$ cat config.mk
export PLATFORM = sky130hd
export DESIGN_NAME = gsfd_queue
export DESIGN_NICKNAME = d
export VERILOG_FILES = /design/src/sv/gsfd_pkg.sv /design/src/sv/gsfd_queue.sv
export VERILOG_INCLUDE_DIRS = /design/src /design/src/sv
export SDC_FILE = /design/constraint.sdc
export NUM_CORES = 1
export LEC_CHECK = 0
export ABC_AREA = 1
export BUFFER_PORTS_ARGS = -buffer_cell sky130_fd_sc_hd__clkbuf_2
export CAP_MARGIN = 25
export CORE_UTILIZATION = 47
export DETAILED_ROUTE_END_ITERATION = 10
export PLACE_DENSITY = 0.75
export SLEW_MARGIN = 10
export SYNTH_ARGS = -nofsm -noshare
export SYNTH_HDL_FRONTEND = slang
export SYNTH_SLANG_ARGS = --single-unit
export TNS_END_PERCENT = 5
$ cat constraint.sdc
create_clock -name clock -period 2.7 [get_ports clock]
set_input_delay 0.27 -clock clock [delete_from_list [all_inputs] [get_ports clock]]
set_output_delay 0.27 -clock clock [all_outputs]
set_load 0.03 [all_outputs]
$ cat src/sv/gas_sensor_frame_decoder_unit_macros.svh
// ----------------------------------------------------------------------------
// gas sensor frame decoder assertion macros
// concurrent assertion wrappers, compiled out when NO_ASSERTIONS is set
// ----------------------------------------------------------------------------
`ifndef GAS_SENSOR_FRAME_DECODER_UNIT_MACROS_SVH
`define GAS_SENSOR_FRAME_DECODER_UNIT_MACROS_SVH
`ifndef NO_ASSERTIONS
`define GSFD_ASSERT(label, clk, rst, prop) \
   label: assert property (@(posedge clk) disable iff (rst) prop) \
      else $error("gsfd assertion failed");
`define GSFD_ASSERT_NEXT(label, clk, rst, pre, post) \
   label: assert property (@(posedge clk) disable iff (rst) pre |=> post) \
      else $error("gsfd sequence assertion failed");
`else
`define GSFD_ASSERT(label, clk, rst, prop)
`define GSFD_ASSERT_NEXT(label, clk, rst, pre, post)
`endif
`endif

$ cat src/sv/gsfd_pkg.sv
// ----------------------------------------------------------------------------
// gsfd_pkg
// shared types and constants of the gas sensor frame decoder
// ----------------------------------------------------------------------------
`timescale 1ns / 1ps

package gsfd_pkg;

   localparam int FRAME_LENGTH  = 13;
   localparam int PAYLOAD_FIRST = 6;
   localparam int PAYLOAD_BYTES = 6;
   localparam int QUEUE_DEPTH   = 2;

   localparam logic [7:0] HDR0 = 8'hFF;
   localparam logic [7:0] HDR1 = 8'h87;

   localparam logic signed [33:0] ONE_Q24 = 34'sd16777216;
   localparam logic [24:0]        GAS_MAX = 25'h1FF_FFFF;

   // register reset values, two's complement where signed
   localparam logic [15:0] TEMP_LOW_RESET   = 16'hF060;
   localparam logic [15:0] TEMP_HIGH_RESET  = 16'd8500;
   localparam logic [15:0] HUMID_HIGH_RESET = 16'd10000;
   localparam logic [15:0] TEMP_BASE_RESET  = 16'd2600;
   localparam logic [15:0] HUMID_BASE_RESET = 16'd5500;
   localparam logic [15:0] TEMP_COEF_RESET  = 16'd503;
   localparam logic [15:0] HUMID_COEF_RESET = 16'd252;

   typedef enum logic [1:0] {
      REQ_BYTE    = 2'd0,
      REQ_RESTART = 2'd1,
      REQ_TIMEOUT = 2'd2
   } req_kind_type;

   typedef enum logic [2:0] {
      ST_OK         = 3'd0,
      ST_TIMEOUT    = 3'd1,
      ST_BAD_HEADER = 3'd2,
      ST_CHECKSUM   = 3'd3,
      ST_RANGE      = 3'd4
   } status_type;

   typedef enum logic [2:0] {
      CSR_TEMP_LOW   = 3'd0,
      CSR_TEMP_HIGH  = 3'd1,
      CSR_HUMID_HIGH = 3'd2,
      CSR_TEMP_BASE  = 3'd3,
      CSR_HUMID_BASE = 3'd4,
      CSR_TEMP_COEF  = 3'd5,
      CSR_HUMID_COEF = 3'd6
   } csr_index_type;

   typedef struct packed {
      logic [15:0] temp_low;
      logic [15:0] temp_high;
      logic [15:0] humid_high;
      logic [15:0] temp_base;
      logic [15:0] humid_base;
      logic [15:0] temp_coef;
      logic [15:0] humid_coef;
   } cfg_type;

   typedef struct packed {
      status_type  status;
      logic [15:0] gas;
      logic [15:0] temp;
      logic [15:0] humid;
   } job_type;

   typedef enum logic [2:0] {
      B_IDLE = 3'd0,
      B_TFAC = 3'd1,
      B_HFAC = 3'd2,
      B_GAS  = 3'd3,
      B_LOW  = 3'd4,
      B_HIGH = 3'd5,
      B_SAT  = 3'd6
   } back_state_type;

endpackage

$ cat src/sv/gsfd_queue.sv
// ----------------------------------------------------------------------------
// gsfd_queue
// small job queue between frame front end and compensation back end
// ----------------------------------------------------------------------------
`timescale 1ns / 1ps
`include "gas_sensor_frame_decoder_unit_macros.svh"

module gsfd_queue #(
   parameter int DEPTH = gsfd_pkg::QUEUE_DEPTH
) (
   input  logic              clock,
   input  logic              reset,
   input  logic              push,
   input  gsfd_pkg::job_type push_job,
   output logic              full,
   input  logic              pop,
   output logic              head_valid,
   output gsfd_pkg::job_type head_job
);

   localparam int PTR_W = $clog2(DEPTH);
   localparam int CNT_W = $clog2(DEPTH + 1);

   gsfd_pkg::job_type entries_ff [DEPTH];
   logic [PTR_W-1:0]  wr_ptr_ff, wr_ptr_in;
   logic [PTR_W-1:0]  rd_ptr_ff, rd_ptr_in;
   logic [CNT_W-1:0]  count_ff, count_in;

   assign full       = (count_ff == CNT_W'(DEPTH));
   assign head_valid = (count_ff != '0);
   assign head_job   = entries_ff[rd_ptr_ff];

   always_comb begin
      wr_ptr_in = wr_ptr_ff;
      rd_ptr_in = rd_ptr_ff;
      count_in  = count_ff;
      if (push) begin
         wr_ptr_in = (wr_ptr_ff == PTR_W'(DEPTH - 1)) ? '0 : wr_ptr_ff + 1'b1;
      end
      if (pop) begin
         rd_ptr_in = (rd_ptr_ff == PTR_W'(DEPTH - 1)) ? '0 : rd_ptr_ff + 1'b1;
      end
      if (push && !pop) begin
         count_in = count_ff + 1'b1;
      end else if (pop && !push) begin
         count_in = count_ff - 1'b1;
      end
   end

   always_ff @(posedge clock) begin
      if (reset) begin
         wr_ptr_ff <= '0;
         rd_ptr_ff <= '0;
         count_ff  <= '0;
      end else begin
         wr_ptr_ff <= wr_ptr_in;
         rd_ptr_ff <= rd_ptr_in;
         count_ff  <= count_in;
      end
   end

   always_ff @(posedge clock) begin
      if (push) begin
         entries_ff[wr_ptr_ff] <= push_job;
      end
   end

   `GSFD_ASSERT(a_no_overflow, clock, reset, !(push && full))
   `GSFD_ASSERT(a_no_underflow, clock, reset, !(pop && !head_valid))
   `GSFD_ASSERT(a_count_bound, clock, reset, count_ff <= CNT_W'(DEPTH))

endmodule

==> results list <==
- Result of the run: finished, final reports clean
* Via count: 2029
* Antenna Nets Post-Route: 0
* Net count, final: 363
- Buffers & Inverters on Critical Path: 2
- Placed cell areas: 4760 um2
- After routing, the total negative slack on setup checks comes to 0 ns.
* Leading cell types in the layout, fill and taps excluded: sky130_fd_sc_hd__clkbuf_2, sky130_fd_sc_hd__edfxtp_1, sky130_fd_sc_hd__mux2_4, sky130_fd_sc_hd__clkbuf_8, sky130_fd_sc_hd__inv_1
- Number of I/O port buffers: 107
- Area share of the largest cell type after synthesis: 0.736
* Kind of critical path: reg2out
* Post-route fraction of the period consumed by the critical path: 0.775
- Adder and majority gate portion of the synthesized area: 0.00301
* Pre-CTS setup slack: 0.965 ns
* Initial antenna violation count: 0
* Largest net degree at the start of global routing: 53
- After floorplanning, the core was divided into 33 placement rows.
- The clock tree synthesis step divided the H-tree into 3 levels.
- Hold_buf cts: 0
- For this run, design rule violations remaining after detail routing come to 0.
* Worst-path maximum fanout: 29
* CP max-delay cell: sky130_fd_sc_hd__dfxtp_4
- Most common cell after layout, fill and taps aside: sky130_fd_sc_hd__clkbuf_2
- The repair_antennas step left the layout with diodes totalling 0.
- A synthesized cell averages 21.7 um2.
* I/O pin total: 108
- Summing all flip-flop and latch instances after layout gives 3170 um2.
* CORE AREA: 8380 um2
- After synthesis the netlist holds a flip-flop and latch count of 107.
* Number of cells upsized or downsized after cts: 0
* HPWL after detailed placement: 4.49 mm
- Post-synthesis cell area: 4160 um2
- With fillers left out, the area of the finished cells amounts to 4960 um2.
- The via count of the first global-routing pass came to 2111.
* Number of search-and-repair iterations in the first detailed-routing pass: 4
- Critical Path RT: 2.43 ns
- Sequential fraction of the synthesis area: 0.760
* Endpoints failing setup: 0
- Of all cell types, the one taking the most synthesized area is sky130_fd_sc_hd__edfxtp_1.
- On the worst path, the slowest cell contributes a delay of 0.65 ns.
* Maximum vdd ir drop: 0.358 mV
* Fin. max-slew vios: 0
- Synthesis instantiated 16 different standard cells from the library.
- Post-CTS clock slew at the launch and capture registers of the worst setup and hold paths: 0.10 ns
- The die covers 9240 um2.
* Cell family with most CP delay: flip-flops
* Number of buffers inserted during clock tree synthesis: 9
* Standby leakage power: 0.00203 uW
- Post-CTS timing repair inserted 0 buffers for setup.
- Starting utilization of the core area: 0.497
* XOR/XNOR Fraction of Synth Area: 0.00210
- Setup repair after global routing missed its margin: no
- The tree is rooted in a sky130_fd_sc_hd__clkbuf_8.
- After detailed routing, the number of vias per cell comes to 4.87.
- Multiplexer share of the synthesized area: 0.183
- Synth Warn #: 0
* Layout Skew: 0.00663 ns
- Combined area of the multi-input logic cells: 862 um2
* Number of fillers in the final layout: 650
* WL/cell: 15.8 um
- Series of cell instances along the critical path: buf_12, mux2_4, clkbuf_2
- After synthesis, the largest family of logic cells by area is multiplexers.
- Clock latency reported for the late side of the worst-skew pair: 0.34 ns
- STA classifies the critical path startpoint as a register.
- Number of instances in the synthesized netlist: 192
* Relative max-transition margin: 0.537
- Of the cells placed in the final design, the portion with a size suffix greater than 1 is 0.567.
- Counting I/O delays and the setup requirement, the final critical path takes 2.09 ns.
- Max Clk Rate: 0.478 GHz
- For this run, the total global-route usage over all layers was measured as 0.151.
* CTS tree: done
* Remaining global-route overflow: 0
- Clock sinks: 107
- Post-synthesis simple-gate area fraction: 0.0147
- Largest cells by area after synthesis: sky130_fd_sc_hd__edfxtp_1, sky130_fd_sc_hd__mux2_4, sky130_fd_sc_hd__buf_12
- Across the run, the number of max-cap violations was 0.
* Hold Fails Final Rpt: 0
* Kind of end point of the critical path: output pin
- Wire length of the first global-routing pass: 9.83 mm
* Hold slack final: 0.104 ns
- After detailed routing, the total wire length is 6.59 mm.
- Post-layout worst setup margin: 0.608 ns
* Compound-gate portion of the synthesized area: 0.00240
* Vertical die dimension: 96.1 um
* CP arrival: 1.82 ns
- At the end of the flow the core is filled with cells to 0.591.
- Clock Tree Buf Depth: 2
* Drt initial violations: 82
* Signed area change from the synthesized netlist to the final layout: 19.1%
- The number of nets in the synthesized netlist is 248.
- In this run the horizontal extent of the chip is 96.1 um.
* RePlAce Congestion: 0.650
* Transition time at the pin with the least slew margin: 0.694 ns
- In this run the worst hold path is classified as in2reg.
- Total power density per cell area: 692 nW/um2
## worst paths after layout
path | from | end | slack (ns) | cells after the start
worst max-delay path | register | head_job[39] | 0.61 | 3
worst min-delay path | push_job[16] | entries_ff[0][16] | 0.10 | 1
worst max register to register | wr_ptr_ff | entries_ff[1][50] | 1.23 | 3
worst min register to register | rd_ptr_ff | rd_ptr_ff | 0.53 | 2
## cell families (layout without fill, tap and decap cells)
family / count (synthesis) / count (layout)
buffers and inverters: 15 / 135
flip-flops: 107 / 107
AO/OA/AOI/OAI: 2 / 2
AND/OR/NAND/NOR: 15 / 15
XOR/XNOR: 1 / 1
multiplexers: 51 / 51
adder cells (fa/ha/maj): 1 / 1
## cell type report
class	instances	area share
tap	105	0.0265
multi-input combinational	70	0.174
clock inverter	7	0.0136
inverter	9	0.00682
timing repair buffer	110	0.115
sequential	107	0.639
clock buffer	9	0.0250
## metrics by stage
step / instances / power (uW)
after floorplan: 192 / 2410
after global placement: 401 / 2530
after detailed placement: 401 / 2550
after CTS: 417 / 3470
after global routing: 417 / 3550
final: 417 / 3430
## power breakdown
part / internal [uW] / switching, uW
Combinational: 224 / 321
Clock: 426 / 496
Sequential: 1920 / 43.7
## Yosys cell counts
| master | n |
|---|---|
| sky130_fd_sc_hd__buf_6 | 1 |
| sky130_fd_sc_hd__nand3_1 | 1 |
| sky130_fd_sc_hd__inv_1 | 9 |
| sky130_fd_sc_hd__a21oi_1 | 1 |
| sky130_fd_sc_hd__mux2_4 | 50 |
| sky130_fd_sc_hd__edfxtp_1 | 102 |
| sky130_fd_sc_hd__buf_12 | 5 |
| sky130_fd_sc_hd__nor2_1 | 6 |
| sky130_fd_sc_hd__nand2_1 | 6 |
| sky130_fd_sc_hd__dfxtp_1 | 5 |
| sky130_fd_sc_hd__o21ai_0 | 1 |
| sky130_fd_sc_hd__nand4_1 | 1 |
| sky130_fd_sc_hd__nor3_1 | 1 |
| sky130_fd_sc_hd__xnor2_1 | 1 |
| sky130_fd_sc_hd__ha_1 | 1 |
| sky130_fd_sc_hd__mux2_2 | 1 |
## routing by layer
metal	share of wire	vias up	global-route usage
met5	0	-	0
met4	0.022	0	0.0920
met3	0.056	12	0.0403
met2	0.54	68	0.268
met1	0.38	990	0.159
li1	-	959	-
## flip-flops by register name, summed over array words and instances (netlist names), named ones only
signal / flops
entries_ff: 102
count_ff: 2
rd_ptr_ff: 1
wr_ptr_ff: 1
Power figures use the tool's default switching activity.
