### config.mk
export PLATFORM = sky130hd
export DESIGN_NAME = gsfd_front
export DESIGN_NICKNAME = d
export VERILOG_FILES = /design/src/sv/gas_sensor_frame_decoder_unit_macros.svh /design/src/sv/gsfd_pkg.sv /design/src/sv/gsfd_front.sv
export SDC_FILE = /design/constraint.sdc
export NUM_CORES = 1
export LEC_CHECK = 0
export BUFFER_PORTS_ARGS = -buffer_cell sky130_fd_sc_hd__buf_2
export CAP_MARGIN = 5
export CELL_PAD_IN_SITES_DETAIL_PLACEMENT = 1
export CELL_PAD_IN_SITES_GLOBAL_PLACEMENT = 2
export CORE_UTILIZATION = 31
export DETAILED_ROUTE_END_ITERATION = 10
export PLACE_DENSITY = 0.83
export SLEW_MARGIN = 20
export SYNTH_ARGS = -nofsm -noshare
export SYNTH_HDL_FRONTEND = slang
export SYNTH_SLANG_ARGS = --single-unit
### constraint.sdc
create_clock -name clock -period 4.1 [get_ports clock]
set_input_delay 0.82 -clock clock [delete_from_list [all_inputs] [get_ports clock]]
set_output_delay 0.82 -clock clock [all_outputs]
set_load 0.005 [all_outputs]
### src/sv/gas_sensor_frame_decoder_unit_macros.svh
// ----------------------------------------------------------------------------
// gas sensor frame decoder assertion macros
// concurrent assertion wrappers, compiled out when NO_ASSERTIONS is set
// ----------------------------------------------------------------------------
`ifndef GAS_SENSOR_FRAME_DECODER_UNIT_MACROS_SVH
`define GAS_SENSOR_FRAME_DECODER_UNIT_MACROS_SVH
`ifndef NO_ASSERTIONS
`define GSFD_ASSERT(label, clk, rst, prop) \
   label: assert property (@(posedge clk) disable iff (rst) prop) \
      else $error("gsfd assertion failed");
`define GSFD_ASSERT_NEXT(label, clk, rst, pre, post) \
   label: assert property (@(posedge clk) disable iff (rst) pre |=> post) \
      else $error("gsfd sequence assertion failed");
`else
`define GSFD_ASSERT(label, clk, rst, prop)
`define GSFD_ASSERT_NEXT(label, clk, rst, pre, post)
`endif
`endif

### src/sv/gsfd_pkg.sv
// ----------------------------------------------------------------------------
// gsfd_pkg
// shared types and constants of the gas sensor frame decoder
// ----------------------------------------------------------------------------
`timescale 1ns / 1ps

package gsfd_pkg;

   localparam int FRAME_LENGTH  = 13;
   localparam int PAYLOAD_FIRST = 6;
   localparam int PAYLOAD_BYTES = 6;
   localparam int QUEUE_DEPTH   = 2;

   localparam logic [7:0] HDR0 = 8'hFF;
   localparam logic [7:0] HDR1 = 8'h87;

   localparam logic signed [33:0] ONE_Q24 = 34'sd16777216;
   localparam logic [24:0]        GAS_MAX = 25'h1FF_FFFF;

   // register reset values, two's complement where signed
   localparam logic [15:0] TEMP_LOW_RESET   = 16'hF060;
   localparam logic [15:0] TEMP_HIGH_RESET  = 16'd8500;
   localparam logic [15:0] HUMID_HIGH_RESET = 16'd10000;
   localparam logic [15:0] TEMP_BASE_RESET  = 16'd2600;
   localparam logic [15:0] HUMID_BASE_RESET = 16'd5500;
   localparam logic [15:0] TEMP_COEF_RESET  = 16'd503;
   localparam logic [15:0] HUMID_COEF_RESET = 16'd252;

   typedef enum logic [1:0] {
      REQ_BYTE    = 2'd0,
      REQ_RESTART = 2'd1,
      REQ_TIMEOUT = 2'd2
   } req_kind_type;

   typedef enum logic [2:0] {
      ST_OK         = 3'd0,
      ST_TIMEOUT    = 3'd1,
      ST_BAD_HEADER = 3'd2,
      ST_CHECKSUM   = 3'd3,
      ST_RANGE      = 3'd4
   } status_type;

   typedef enum logic [2:0] {
      CSR_TEMP_LOW   = 3'd0,
      CSR_TEMP_HIGH  = 3'd1,
      CSR_HUMID_HIGH = 3'd2,
      CSR_TEMP_BASE  = 3'd3,
      CSR_HUMID_BASE = 3'd4,
      CSR_TEMP_COEF  = 3'd5,
      CSR_HUMID_COEF = 3'd6
   } csr_index_type;

   typedef struct packed {
      logic [15:0] temp_low;
      logic [15:0] temp_high;
      logic [15:0] humid_high;
      logic [15:0] temp_base;
      logic [15:0] humid_base;
      logic [15:0] temp_coef;
      logic [15:0] humid_coef;
   } cfg_type;

   typedef struct packed {
      status_type  status;
      logic [15:0] gas;
      logic [15:0] temp;
      logic [15:0] humid;
   } job_type;

   typedef enum logic [2:0] {
      B_IDLE = 3'd0,
      B_TFAC = 3'd1,
      B_HFAC = 3'd2,
      B_GAS  = 3'd3,
      B_LOW  = 3'd4,
      B_HIGH = 3'd5,
      B_SAT  = 3'd6
   } back_state_type;

endpackage

### src/sv/gsfd_front.sv
// ----------------------------------------------------------------------------
// gsfd_front
// frame assembly, header, checksum and range classification
// ----------------------------------------------------------------------------
`timescale 1ns / 1ps

module gsfd_front (
   input  logic              clock,
   input  logic              reset,
   input  logic              req_valid,
   output logic              req_stall,
   input  logic [1:0]        req_type,
   input  logic [7:0]        req_rx_byte,
   input  gsfd_pkg::cfg_type cfg,
   input  logic              q_full,
   output logic              push,
   output gsfd_pkg::job_type push_job
);

   localparam logic [3:0] LAST_POS  = 4'(gsfd_pkg::FRAME_LENGTH - 1);
   localparam logic [3:0] FIRST_PAY = 4'(gsfd_pkg::PAYLOAD_FIRST);

   logic [3:0] pos_ff, pos_in;
   logic [7:0] sum_ff, sum_in;
   logic       hdr_ff, hdr_in;
   logic [7:0] payload_ff [gsfd_pkg::PAYLOAD_BYTES];
   logic       pay_we;
   logic [2:0] pay_idx;
   logic       accept;
   logic [15:0] gas, temp, humid;
   logic       range_bad;

   assign req_stall = q_full;
   assign accept    = req_valid && !req_stall;
   assign pay_idx   = 3'(pos_ff - FIRST_PAY);

   assign gas   = {payload_ff[0], payload_ff[1]};
   assign temp  = {payload_ff[2], payload_ff[3]};
   assign humid = {payload_ff[4], payload_ff[5]};

   assign range_bad = ($signed(temp) < $signed(cfg.temp_low))
                   || ($signed(temp) > $signed(cfg.temp_high))
                   || (humid > cfg.humid_high);

   always_comb begin
      pos_in   = pos_ff;
      sum_in   = sum_ff;
      hdr_in   = hdr_ff;
      pay_we   = 1'b0;
      push     = 1'b0;
      push_job = '{status: gsfd_pkg::ST_OK, gas: gas, temp: '0, humid: '0};
      if (accept) begin
         case (req_type)
            gsfd_pkg::REQ_BYTE: begin
               if (pos_ff == '0) begin
                  sum_in = '0;
                  hdr_in = (req_rx_byte == gsfd_pkg::HDR0);
                  pos_in = 4'd1;
               end else if (pos_ff != LAST_POS) begin
                  if (pos_ff == 4'd1 && req_rx_byte != gsfd_pkg::HDR1) begin
                     hdr_in = 1'b0;
                  end
                  sum_in = sum_ff + req_rx_byte;
                  pay_we = (pos_ff >= FIRST_PAY);
                  pos_in = pos_ff + 1'b1;
               end else begin
                  push   = 1'b1;
                  pos_in = '0;
                  sum_in = '0;
                  hdr_in = 1'b1;
                  if (!hdr_ff) begin
                     push_job.status = gsfd_pkg::ST_BAD_HEADER;
                  end else if ((8'h00 - sum_ff) != req_rx_byte) begin
                     push_job.status = gsfd_pkg::ST_CHECKSUM;
                  end else if (range_bad) begin
                     push_job.status = gsfd_pkg::ST_RANGE;
                     push_job.temp   = temp;
                     push_job.humid  = humid;
                  end else begin
                     push_job.temp   = temp;
                     push_job.humid  = humid;
                  end
               end
            end
            gsfd_pkg::REQ_RESTART: begin
               pos_in = '0;
               sum_in = '0;
               hdr_in = 1'b1;
            end
            gsfd_pkg::REQ_TIMEOUT: begin
               pos_in          = '0;
               sum_in          = '0;
               hdr_in          = 1'b1;
               push            = 1'b1;
               push_job.status = gsfd_pkg::ST_TIMEOUT;
               push_job.gas    = '0;
            end
            default: begin
            end
         endcase
      end
   end

   always_ff @(posedge clock) begin
      if (reset) begin
         pos_ff <= '0;
         sum_ff <= '0;
         hdr_ff <= 1'b1;
      end else begin
         pos_ff <= pos_in;
         sum_ff <= sum_in;
         hdr_ff <= hdr_in;
      end
   end

   always_ff @(posedge clock) begin
      if (pay_we) begin
         payload_ff[pay_idx] <= req_rx_byte;
      end
   end

endmodule

==> flow_metrics.env <==
export IMPL_status="finished, final reports clean"
export IMPL_holdPathEnd="hdr_ff$_SDFFE_PP1P_"
export IMPL_drc=0
export IMPL_maxSlewViolCount=0
export IMPL_fin_worst_skew_ps=7.66
export IMPL_critical_path_class="register to output pin"
export IMPL_r2r_start="sum_ff[1]$_SDFFE_PP0P_"
export IMPL_path_max_fanout=33
export IMPL_cp_start_kind="register"
export IMPL_setup_tns_ps=0
export IMPL_rsz0062_at_grt="no"
export IMPL_drt_total_wl_mm=12.6
export IMPL_synth_xor_area_share_pct=2.83
export IMPL_min_delay_start="hdr_ff$_SDFFE_PP1P_"
export IMPL_critPathCaptureType="output pin"
export IMPL_avgSynthCellArea_um2=9.75
export IMPL_viasPerCell=4.92
export IMPL_setup_violations=0
export IMPL_period_minus_slack_ps=3880
export IMPL_clock_latency_ps=330
export IMPL_cts_tree="yes"
export IMPL_final_common_cell="buf_2"
export IMPL_gp_congestion=0.828
export IMPL_clockBufferDepth=2
export IMPL_drtIter0Drc=85
export IMPL_r2r_setup_slack_ps=1740
export IMPL_path_cells="inv_1, ha_1, o21bai_1, a21oi_1, o21ai_0, a2111oi_2, buf_4, and3_4, o31a_1, buf_2"
export IMPL_clk_pin_slew_worst_paths_ps=50
export IMPL_yosys_warnings=0
export IMPL_ys_async_sr_fraction_pct=0
export IMPL_cts_buffers=9
export IMPL_antenna_found_initial=0
export IMPL_maxUsedRoutingLayer="met4"
export IMPL_hold_path_class="register to register"
export IMPL_ys_ff_latch=61
export IMPL_synth_top_flop_cell="edfxtp_1"
export IMPL_die_w_um=120
export IMPL_drv_cap=0
export IMPL_yosys_area_share_simple_pct=20.0
export IMPL_chipHeight_um=120
export IMPL_firstDrtPassIters=6
export IMPL_ctsHoldBuffers=0
export IMPL_worstPathRequired_ps=3280
export IMPL_diodes=0
export IMPL_met2WireLength_mm=6.32
export IMPL_post_cts_buffers=0
export IMPL_max_slew_margin_pct=40.7
export IMPL_cp_data_arrival_time_ps=3060
export IMPL_crit_slowest_cell="dfxtp_1"
export IMPL_met3_length_um=551
export IMPL_finalHoldViolCount=0
export IMPL_ir_drop_v=0.000195
export IMPL_ff2ff_path_depth=7
export IMPL_yosysUniqueCellTypes=52
export IMPL_root_buffer="clkbuf_16"
export IMPL_synth_seq_area_share_pct=39.2
export IMPL_min_period_over_period_pct=94.7
export IMPL_die_area_um2=14500
export IMPL_cellLeakagePower_nw=2.61
export IMPL_grt_pass1_vias=3858
export IMPL_hold_ws_ps=548
export IMPL_layout_common_cells="114 x buf_2, 62 x ha_1, 60 x inv_1"
export IMPL_synth_cells=445
export IMPL_netlist_area_um2=4340
export IMPL_fmax_mhz=258
export IMPL_io_pins=179
export IMPL_synth_compound_area_share_pct=12.9
export IMPL_grt_usage_pct=17.9
export IMPL_grt_pass1_wl_mm=19.8
export IMPL_fin_util_pct=40.7
export IMPL_hold_depth=2
export IMPL_clkSinkCount=61
export IMPL_final_nets=762
export IMPL_synthMuxAreaShare_pct=0.231
export IMPL_syn_num_nets=634
export IMPL_place_hpwl_mm=10.1
export IMPL_start_util_pct=32.2
export IMPL_drtAntennaViolNets=0
export IMPL_synth_top_family_by_area="simple AND/OR/NAND/NOR gates"
export IMPL_layout_drive_gt1_share_pct=27.2
export IMPL_synth_edf_count=48
export IMPL_reg2reg_to="sum_ff[7]$_SDFFE_PP0P_"
export IMPL_cellPowerDensity_nw_per_um2=303
export IMPL_port_buffers=114
export IMPL_postCtsResizedCells=0
export IMPL_finalPower_mw=1.66
export IMPL_htree_levels=3
export IMPL_drt_met1_wl_mm=5.45
export IMPL_wl_per_cell_um=16.7
export IMPL_grt_overflow=0
export IMPL_areaGrowthSynthToFinish_pct=26.2
export IMPL_core_um2=13500
export IMPL_slowest_delay_ps=530
export IMPL_vias=3708
export IMPL_synthAdderAreaFrac_pct=18.3
export IMPL_row_count=42
export IMPL_grt_max_degree=34
export IMPL_tightest_slew_ps=883
## cell usage after synthesis, types with 8 or more instances
library cell / number / area (um2)
a21oi_1: 29 / 145
nor2_1: 28 / 105
nand4_1: 10 / 62.6
ha_1: 62 / 776
and2_1: 37 / 231
edfxtp_1: 48 / 1440
and2_2: 12 / 90.1
nor3_1: 9 / 45.0
o21ai_0: 16 / 80.1
nand2_1: 17 / 63.8
dfxtp_1: 13 / 260
nor2b_1: 8 / 50.1
inv_1: 60 / 225
## flip-flops by register name (all words and copies together) (netlist names)
name	count
payload_ff	48
sum_ff	8
pos_ff	4
hdr_ff	1
## critical path: cells and delay by family, from the launching register on
kind	cells	cell delay, ps
AOI/OAI and AO/OA	5	1130
DFF	1	530
buffers and inverters	3	410
and+or+nand+nor	1	380
adders and majority gates	1	280
## how the worst max path moves through the flow
stage	start	endpoint	slack, ps	cells after the start
finish	sum_ff[1]$_SDFFE_PP0P_	push_job[50]	220	10
global route	sum_ff[1]$_SDFFE_PP0P_	push_job[50]	60	10
CTS	sum_ff[1]$_SDFFE_PP0P_	push_job[50]	230	10
detailed placement	req_rx_byte[6]	push_job[50]	350	9
global placement	req_rx_byte[6]	push_job[50]	410	9
floorplan	cfg[85]	push_job[50]	890	8
## routing by layer
layer | up-vias | GRT usage (%)
met5 | - | 0
met4 | 0 | 6.71
met3 | 17 | 2.50
met2 | 88 | 32.3
met1 | 1765 | 21.5
li1 | 1838 | -
## power by group
group | total [mW] | internal (mW) | switching, mW
Sequential | 0.673 | 0.669 | 0.00387
Clock | 0.808 | 0.547 | 0.260
Combinational | 0.176 | 0.0774 | 0.0983
Total | 1.66 | 1.29 | 0.363
## cells by family after synthesis
| family | after synthesis |
|---|---|
| XOR/XNOR | 14 |
| AO/OA/AOI/OAI | 86 |
| flip-flops | 61 |
| AND/OR/NAND/NOR | 152 |
| buffers and inverters | 68 |
| adder cells (fa/ha/maj) | 63 |
| multiplexers | 1 |
## final cells by class
cell class	instances	area [um2]
Clock buffer	12	246
Clock inverter	4	72.6
Fill cell	1620	7980
Inverter	60	225
Multi-Input combinational cell	316	2350
Sequential cell	61	1700
Tap cell	176	220
Timing Repair Buffer	125	653
## through the flow
stage / cell area, um2 / setup slack [ps] / std cells
after global placement: 5150 / 409 / 738
after CTS: 5470 / 228 / 754
after global routing: 5470 / 58.0 / 754
after floorplan: 4340 / 891 / 445
final: 5470 / 217 / 754
after detailed placement: 5150 / 354 / 738
Power figures use the tool's default switching activity.
