**src/sv/gas_sensor_frame_decoder_unit_macros.svh**
```systemverilog
// ----------------------------------------------------------------------------
// gas sensor frame decoder assertion macros
// concurrent assertion wrappers, compiled out when NO_ASSERTIONS is set
// ----------------------------------------------------------------------------
`ifndef GAS_SENSOR_FRAME_DECODER_UNIT_MACROS_SVH
`define GAS_SENSOR_FRAME_DECODER_UNIT_MACROS_SVH
`ifndef NO_ASSERTIONS
`define GSFD_ASSERT(label, clk, rst, prop) \
   label: assert property (@(posedge clk) disable iff (rst) prop) \
      else $error("gsfd assertion failed");
`define GSFD_ASSERT_NEXT(label, clk, rst, pre, post) \
   label: assert property (@(posedge clk) disable iff (rst) pre |=> post) \
      else $error("gsfd sequence assertion failed");
`else
`define GSFD_ASSERT(label, clk, rst, prop)
`define GSFD_ASSERT_NEXT(label, clk, rst, pre, post)
`endif
`endif

```
**src/sv/gsfd_pkg.sv**
```systemverilog
// ----------------------------------------------------------------------------
// gsfd_pkg
// shared types and constants of the gas sensor frame decoder
// ----------------------------------------------------------------------------
`timescale 1ns / 1ps

package gsfd_pkg;

   localparam int FRAME_LENGTH  = 13;
   localparam int PAYLOAD_FIRST = 6;
   localparam int PAYLOAD_BYTES = 6;
   localparam int QUEUE_DEPTH   = 2;

   localparam logic [7:0] HDR0 = 8'hFF;
   localparam logic [7:0] HDR1 = 8'h87;

   localparam logic signed [33:0] ONE_Q24 = 34'sd16777216;
   localparam logic [24:0]        GAS_MAX = 25'h1FF_FFFF;

   // register reset values, two's complement where signed
   localparam logic [15:0] TEMP_LOW_RESET   = 16'hF060;
   localparam logic [15:0] TEMP_HIGH_RESET  = 16'd8500;
   localparam logic [15:0] HUMID_HIGH_RESET = 16'd10000;
   localparam logic [15:0] TEMP_BASE_RESET  = 16'd2600;
   localparam logic [15:0] HUMID_BASE_RESET = 16'd5500;
   localparam logic [15:0] TEMP_COEF_RESET  = 16'd503;
   localparam logic [15:0] HUMID_COEF_RESET = 16'd252;

   typedef enum logic [1:0] {
      REQ_BYTE    = 2'd0,
      REQ_RESTART = 2'd1,
      REQ_TIMEOUT = 2'd2
   } req_kind_type;

   typedef enum logic [2:0] {
      ST_OK         = 3'd0,
      ST_TIMEOUT    = 3'd1,
      ST_BAD_HEADER = 3'd2,
      ST_CHECKSUM   = 3'd3,
      ST_RANGE      = 3'd4
   } status_type;

   typedef enum logic [2:0] {
      CSR_TEMP_LOW   = 3'd0,
      CSR_TEMP_HIGH  = 3'd1,
      CSR_HUMID_HIGH = 3'd2,
      CSR_TEMP_BASE  = 3'd3,
      CSR_HUMID_BASE = 3'd4,
      CSR_TEMP_COEF  = 3'd5,
      CSR_HUMID_COEF = 3'd6
   } csr_index_type;

   typedef struct packed {
      logic [15:0] temp_low;
      logic [15:0] temp_high;
      logic [15:0] humid_high;
      logic [15:0] temp_base;
      logic [15:0] humid_base;
      logic [15:0] temp_coef;
      logic [15:0] humid_coef;
   } cfg_type;

   typedef struct packed {
      status_type  status;
      logic [15:0] gas;
      logic [15:0] temp;
      logic [15:0] humid;
   } job_type;

   typedef enum logic [2:0] {
      B_IDLE = 3'd0,
      B_TFAC = 3'd1,
      B_HFAC = 3'd2,
      B_GAS  = 3'd3,
      B_LOW  = 3'd4,
      B_HIGH = 3'd5,
      B_SAT  = 3'd6
   } back_state_type;

endpackage

```
**src/sv/gsfd_back.sv**
```systemverilog
// ----------------------------------------------------------------------------
// gsfd_back
// temperature and humidity gas compensation sequencer with output register
// ----------------------------------------------------------------------------
`timescale 1ns / 1ps
`include "gas_sensor_frame_decoder_unit_macros.svh"

module gsfd_back (
   input  logic                clock,
   input  logic                reset,
   input  gsfd_pkg::cfg_type   cfg,
   input  logic                q_valid,
   input  gsfd_pkg::job_type   q_head,
   output logic                q_pop,
   output logic                rsp_valid,
   input  logic                rsp_stall,
   output logic [2:0]          rsp_status,
   output logic [24:0]         rsp_gas_comp_q8,
   output logic signed [15:0]  rsp_temp_hundredths,
   output logic [15:0]         rsp_humid_hundredths
);

   gsfd_pkg::back_state_type state_ff, state_in;
   gsfd_pkg::job_type        job_ff, job_in;

   logic [32:0] ft_ff, ft_in;
   logic [32:0] fh_ff, fh_in;
   logic [32:0] g1_ff, g1_in;
   logic [65:0] acc_ff, acc_in;

   logic        rsp_valid_ff, rsp_valid_in;
   logic [2:0]  rsp_status_ff, rsp_status_in;
   logic [24:0] rsp_gas_ff, rsp_gas_in;
   logic [15:0] rsp_temp_ff, rsp_temp_in;
   logic [15:0] rsp_humid_ff, rsp_humid_in;

   logic               slot_free;
   logic signed [16:0] tdiff, hdiff;
   logic signed [16:0] mul_a, mul_b;
   logic signed [33:0] fac_prod, fac_sum;
   logic [32:0]        fac_clamp;
   logic [48:0]        gas_prod;
   logic [49:0]        lo_prod;
   logic [48:0]        hi_prod;

   assign slot_free = !rsp_valid_ff || !rsp_stall;

   assign tdiff = 17'($signed(job_ff.temp)) - 17'($signed(cfg.temp_base));
   assign hdiff = $signed({1'b0, job_ff.humid}) - $signed({1'b0, cfg.humid_base});

   // one multiplier shared by both factors
   assign mul_a = (state_ff == gsfd_pkg::B_TFAC) ? $signed({1'b0, cfg.temp_coef})
                                                 : $signed({1'b0, cfg.humid_coef});
   assign mul_b     = (state_ff == gsfd_pkg::B_TFAC) ? tdiff : hdiff;
   assign fac_prod  = 34'(mul_a) * 34'(mul_b);
   assign fac_sum   = gsfd_pkg::ONE_Q24 + fac_prod;
   assign fac_clamp = fac_sum[33] ? '0 : fac_sum[32:0];

   assign gas_prod = 49'(job_ff.gas) * 49'(ft_ff);
   assign lo_prod  = 50'(g1_ff) * 50'(fh_ff[16:0]);
   assign hi_prod  = 49'(g1_ff) * 49'(fh_ff[32:17]);

   always_comb begin
      state_in      = state_ff;
      job_in        = job_ff;
      ft_in         = ft_ff;
      fh_in         = fh_ff;
      g1_in         = g1_ff;
      acc_in        = acc_ff;
      rsp_valid_in  = rsp_valid_ff && rsp_stall;
      rsp_status_in = rsp_status_ff;
      rsp_gas_in    = rsp_gas_ff;
      rsp_temp_in   = rsp_temp_ff;
      rsp_humid_in  = rsp_humid_ff;
      q_pop         = 1'b0;
      case (state_ff)
         gsfd_pkg::B_IDLE: begin
            if (q_valid && slot_free) begin
               q_pop  = 1'b1;
               job_in = q_head;
               if (q_head.status == gsfd_pkg::ST_OK) begin
                  state_in = gsfd_pkg::B_TFAC;
               end else begin
                  rsp_valid_in  = 1'b1;
                  rsp_status_in = q_head.status;
                  rsp_gas_in    = '0;
                  rsp_temp_in   = q_head.temp;
                  rsp_humid_in  = q_head.humid;
               end
            end
         end
         gsfd_pkg::B_TFAC: begin
            ft_in    = fac_clamp;
            state_in = gsfd_pkg::B_HFAC;
         end
         gsfd_pkg::B_HFAC: begin
            fh_in    = fac_clamp;
            state_in = gsfd_pkg::B_GAS;
         end
         gsfd_pkg::B_GAS: begin
            g1_in    = gas_prod[48:16];
            state_in = gsfd_pkg::B_LOW;
         end
         gsfd_pkg::B_LOW: begin
            acc_in   = 66'(lo_prod);
            state_in = gsfd_pkg::B_HIGH;
         end
         gsfd_pkg::B_HIGH: begin
            acc_in   = acc_ff + {hi_prod, 17'b0};
            state_in = gsfd_pkg::B_SAT;
         end
         gsfd_pkg::B_SAT: begin
            rsp_valid_in  = 1'b1;
            rsp_status_in = job_ff.status;
            rsp_gas_in    = (|acc_ff[65:49]) ? gsfd_pkg::GAS_MAX : acc_ff[48:24];
            rsp_temp_in   = job_ff.temp;
            rsp_humid_in  = job_ff.humid;
            state_in      = gsfd_pkg::B_IDLE;
         end
         default: begin
            state_in = gsfd_pkg::B_IDLE;
         end
      endcase
   end

   always_ff @(posedge clock) begin
      if (reset) begin
         state_ff <= gsfd_pkg::B_IDLE;
      end else begin
         state_ff <= state_in;
      end
   end

   always_ff @(posedge clock) begin
      if (reset) begin
         rsp_valid_ff <= 1'b0;
      end else begin
         rsp_valid_ff <= rsp_valid_in;
      end
   end

   always_ff @(posedge clock) begin
      job_ff        <= job_in;
      ft_ff         <= ft_in;
      fh_ff         <= fh_in;
      g1_ff         <= g1_in;
      acc_ff        <= acc_in;
      rsp_status_ff <= rsp_status_in;
      rsp_gas_ff    <= rsp_gas_in;
      rsp_temp_ff   <= rsp_temp_in;
      rsp_humid_ff  <= rsp_humid_in;
   end

   assign rsp_valid            = rsp_valid_ff;
   assign rsp_status           = rsp_status_ff;
   assign rsp_gas_comp_q8      = rsp_gas_ff;
   assign rsp_temp_hundredths  = $signed(rsp_temp_ff);
   assign rsp_humid_hundredths = rsp_humid_ff;

   `GSFD_ASSERT(a_busy_out_empty, clock, reset, (state_ff != gsfd_pkg::B_IDLE) |-> !rsp_valid_ff)
   `GSFD_ASSERT_NEXT(a_ok_starts, clock, reset, q_pop && (q_head.status == gsfd_pkg::ST_OK), state_ff == gsfd_pkg::B_TFAC)
   `GSFD_ASSERT(a_err_no_gas, clock, reset, (rsp_valid_ff && rsp_status_ff != gsfd_pkg::ST_OK) |-> (rsp_gas_ff == '0))
   `GSFD_ASSERT(a_timeout_zero, clock, reset, (rsp_valid_ff && rsp_status_ff == gsfd_pkg::ST_TIMEOUT) |-> (rsp_temp_ff == '0 && rsp_humid_ff == '0))

endmodule

```
**config.mk**
```make
export PLATFORM = sky130hd
export DESIGN_NAME = gsfd_back
export DESIGN_NICKNAME = d
export VERILOG_FILES = /design/src/sv/gsfd_pkg.sv /design/src/sv/gsfd_back.sv
export VERILOG_INCLUDE_DIRS = /design/src /design/src/sv
export SDC_FILE = /design/constraint.sdc
export NUM_CORES = 2
export LEC_CHECK = 0
export BUFFER_PORTS_ARGS = -buffer_cell sky130_fd_sc_hd__buf_4
export CORE_MARGIN = 2
export CORE_UTILIZATION = 55
export DETAILED_ROUTE_END_ITERATION = 16
export PLACE_DENSITY = 0.75
export SYNTH_ARGS = -nofsm -noshare
export SYNTH_HDL_FRONTEND = slang
export SYNTH_SLANG_ARGS = --single-unit
```
**constraint.sdc**
```tcl
create_clock -name clock -period 10.2 [get_ports clock]
set_clock_uncertainty 0.15 [all_clocks]
set_input_delay 2.04 -clock clock [delete_from_list [all_inputs] [get_ports clock]]
set_output_delay 2.04 -clock clock [all_outputs]
set_load 0.03 [all_outputs]
```
==> flow_summary.yaml <==
routing:
  drtIter0Drc: 4121
  dr_wl_met2_mm: 93.4
  drc: 0
  num_vias: 54900
  top_layer: "met5"
  antenna_left: 0
  wl_mm: 195
  wl_met1_mm: 72.7
  wire_per_inst_um: 20.1
  dr_wl_met3_mm: 17.4
  vias_per_cell: 5.66
  firstDrtPassIters: 9
yosys:
  ys_types: 82
  synthCells: 7816
  async_flop_share_pct: 0
  postSynthAreaPerCell_um2: 9.15
  synth.net_count: 10100
  synth_seq_cells: 263
  synth-edff-count: 259
  synth_area_leader_cell: "fa_1"
  synthFlopType: "edfxtp_1"
  synth_area_leaders: "fa_1 (43%), edfxtp_1 (11%), ha_1 (10%)"
  yosysTopAreaCellShare_pct: 43.0
  seq_area_frac_synth_pct: 11.0
  yosysMostFrequentCell: "inv_1"
  ys_warn_count: 0
  synth_area_um2: 71500
  synth_common_cells: "inv_1 (1682), fa_1 (1537), nand2_1 (1402), ha_1 (572), and2_1 (486)"
sta:
  finalSetupViolCount: 0
  tightest_slew_ns: 1.15
  rsz0062_at_grt: "yes"
  fin_ws_ns: 0.144
  layout_min_cycle_time_ns: 10.06
  post-route-period-util_pct: 98.6
  hold_violations: 0
  relSlewSlack_pct: 23.3
  slew_viol_final: 0
  fmax_mhz: 99.4
outcome:
  run_status: "completed"
grt:
  grt_antenna_before_repair: 2
  overflow: 0
  grt_pass1_vias: 58700
  grt_pass1_wl_mm: 313
  grt_max_degree: 62
  track_usage_pct: 30.1
place:
  port_buffers: 180
  dp_worst_setup_slack_ns: -0.896
  place_hpwl_mm: 157
  routabilityCongestion: 0.966
layout:
  fillCellCount: 10900
  area_growth_pct: 8.16
  final_core_util_pct: 59.8
  drive_above_1_share_pct: 7.69
  nNetsFinal: 10200
worst_hold_path:
  hold_path.class: "reg -> reg"
clock_tree:
  clock_latency_ns: 0.61
  cts_tree: "done"
  cts_htree_levels: 2
  cts.sinks: 263
  clk_pin_slew_ns: 0.06
  numCtsBuffers: 35
  clk_path_buf_depth: 3
  cts_root_buffer: "clkbuf_16"
worst_setup_path:
  crit_fanout: 8
  slowest_delay_ns: 0.54
  cpMaxStageDelayCell: "fa_1"
  required_ns: 10.39
  crit_top_cell: "fa_1"
  start_kind: "input port"
  regToRegSetupSlack_ns: 0.55
  critPathKind: "in -> reg"
  crit_arrival_ns: 10.24
  end_kind: "flop"
run:
  cap_viol_max_count: 0
die:
  initial_core_util_pct: 55.3
  die-height_um: 365
  design.die.area_um2: 133000
  die_w_um: 365
  core_area_um2: 129000
  ios: 229
  num_rows: 132
[final timing paths]
path	start	cells past startpoint	end
min	job_ff[50]	1	rsp_status[2]
max	cfg[32]	39	ft_ff[2]
max reg2reg	fh_ff[19]	31	acc_ff[59]
min reg2reg	job_ff[50]	1	rsp_status[2]
[timing repair]
action	in CTS	in global routing
gates cloned	0	4
hold buffers	0	0
gates resized for setup	4	69
buffers inserted	0	12
endpoints found under the setup margin	66	70
pin swaps	2	32
hold endpoints to repair	0	0
[cells in the final DEF, fill, tap and decap left out, drive strengths merged, types with 6 or more instances in the layout]
cell	instances
nand3	48
nand4	27
o211ai	14
xor2	80
or3	15
a32oi	9
buf	438
xnor2	121
a31oi	19
mux2	35
mux2i	7
nand2	1402
a22oi	15
a221oi	9
a21boi	6
nor3	42
edfxtp	259
a22o	19
a32o	8
o21bai	35
a2111oi	10
nor3b	6
nor2b	33
and3	19
inv	1689
a21o	130
a211oi	25
o21a	56
fa	1537
clkbuf	42
nor2	242
ha	572
a21oi	229
clkinv	15
and2	487
o21ai	118
nand3b	6
o31ai	11
nand2b	39
[cell type report]
cell class / instances / area [um2] / share of cell area [%]
diodes: 2 / 5.00 / 0.00647
clock buffers: 39 / 891 / 1.15
clock inverters: 25 / 254 / 0.328
inverters: 1683 / 6320 / 8.17
multi-input cells: 5504 / 56400 / 72.9
flip-flops and latches: 263 / 7860 / 10.2
well taps: 1742 / 2180 / 2.82
repair buffers: 441 / 3480 / 4.50
[kinds of logic after synthesis]
logic type      after synthesis  share of synthesized area, %
flops                       263                          11.0
buf+inv                    2049                          10.8
xor+xnor                    201                          2.46
compound gates              764                          7.06
fa+ha+maj                  2109                          53.0
simple gates               2388                          15.0
mux                          42                         0.649
[metrics by stage]
stage                     cells  hold WS [ns]  setup TNS (ns)  area (um2)
after detailed placement   9618         0.388          -55.89       75700
after floorplan            7816         0.373               0       71600
after CTS                  9682         0.403               0       76800
final                      9699         0.404               0       77300
after global routing       9697         0.417           -5.87       77300
after global placement     9618         0.378          -47.88       75700
[flip-flops by register name, indices dropped and copies added, names as in the netlist]
register,count
rsp_status,3
job_ff,51
ft_ff,33
rsp_humid_hundredths,16
g1_ff,33
rsp_temp_hundredths,16
acc_ff,49
fh_ff,33
rsp_valid,1
rsp_gas_comp_q8,25
state_ff,3
[routing by layer]
layer	vias up	track usage (%)
li1	23900	-
met5	-	0
met2	2478	50.5
met1	27900	37.5
met3	591	5.51
met4	4	14.5
[worst max-delay path: cells and delay by family]
family	cells	cell delay, ns
XOR/XNOR	2	0.37
buffers and inverters	11	1.13
AO/OA/AOI/OAI	13	2.46
AND/OR/NAND/NOR	4	0.55
adder cells (fa/ha/maj)	9	3.67
Power is left out: the tool's default activity adds up to more than one toggle a clock period on the data nets, which glitch-free logic cannot reach.
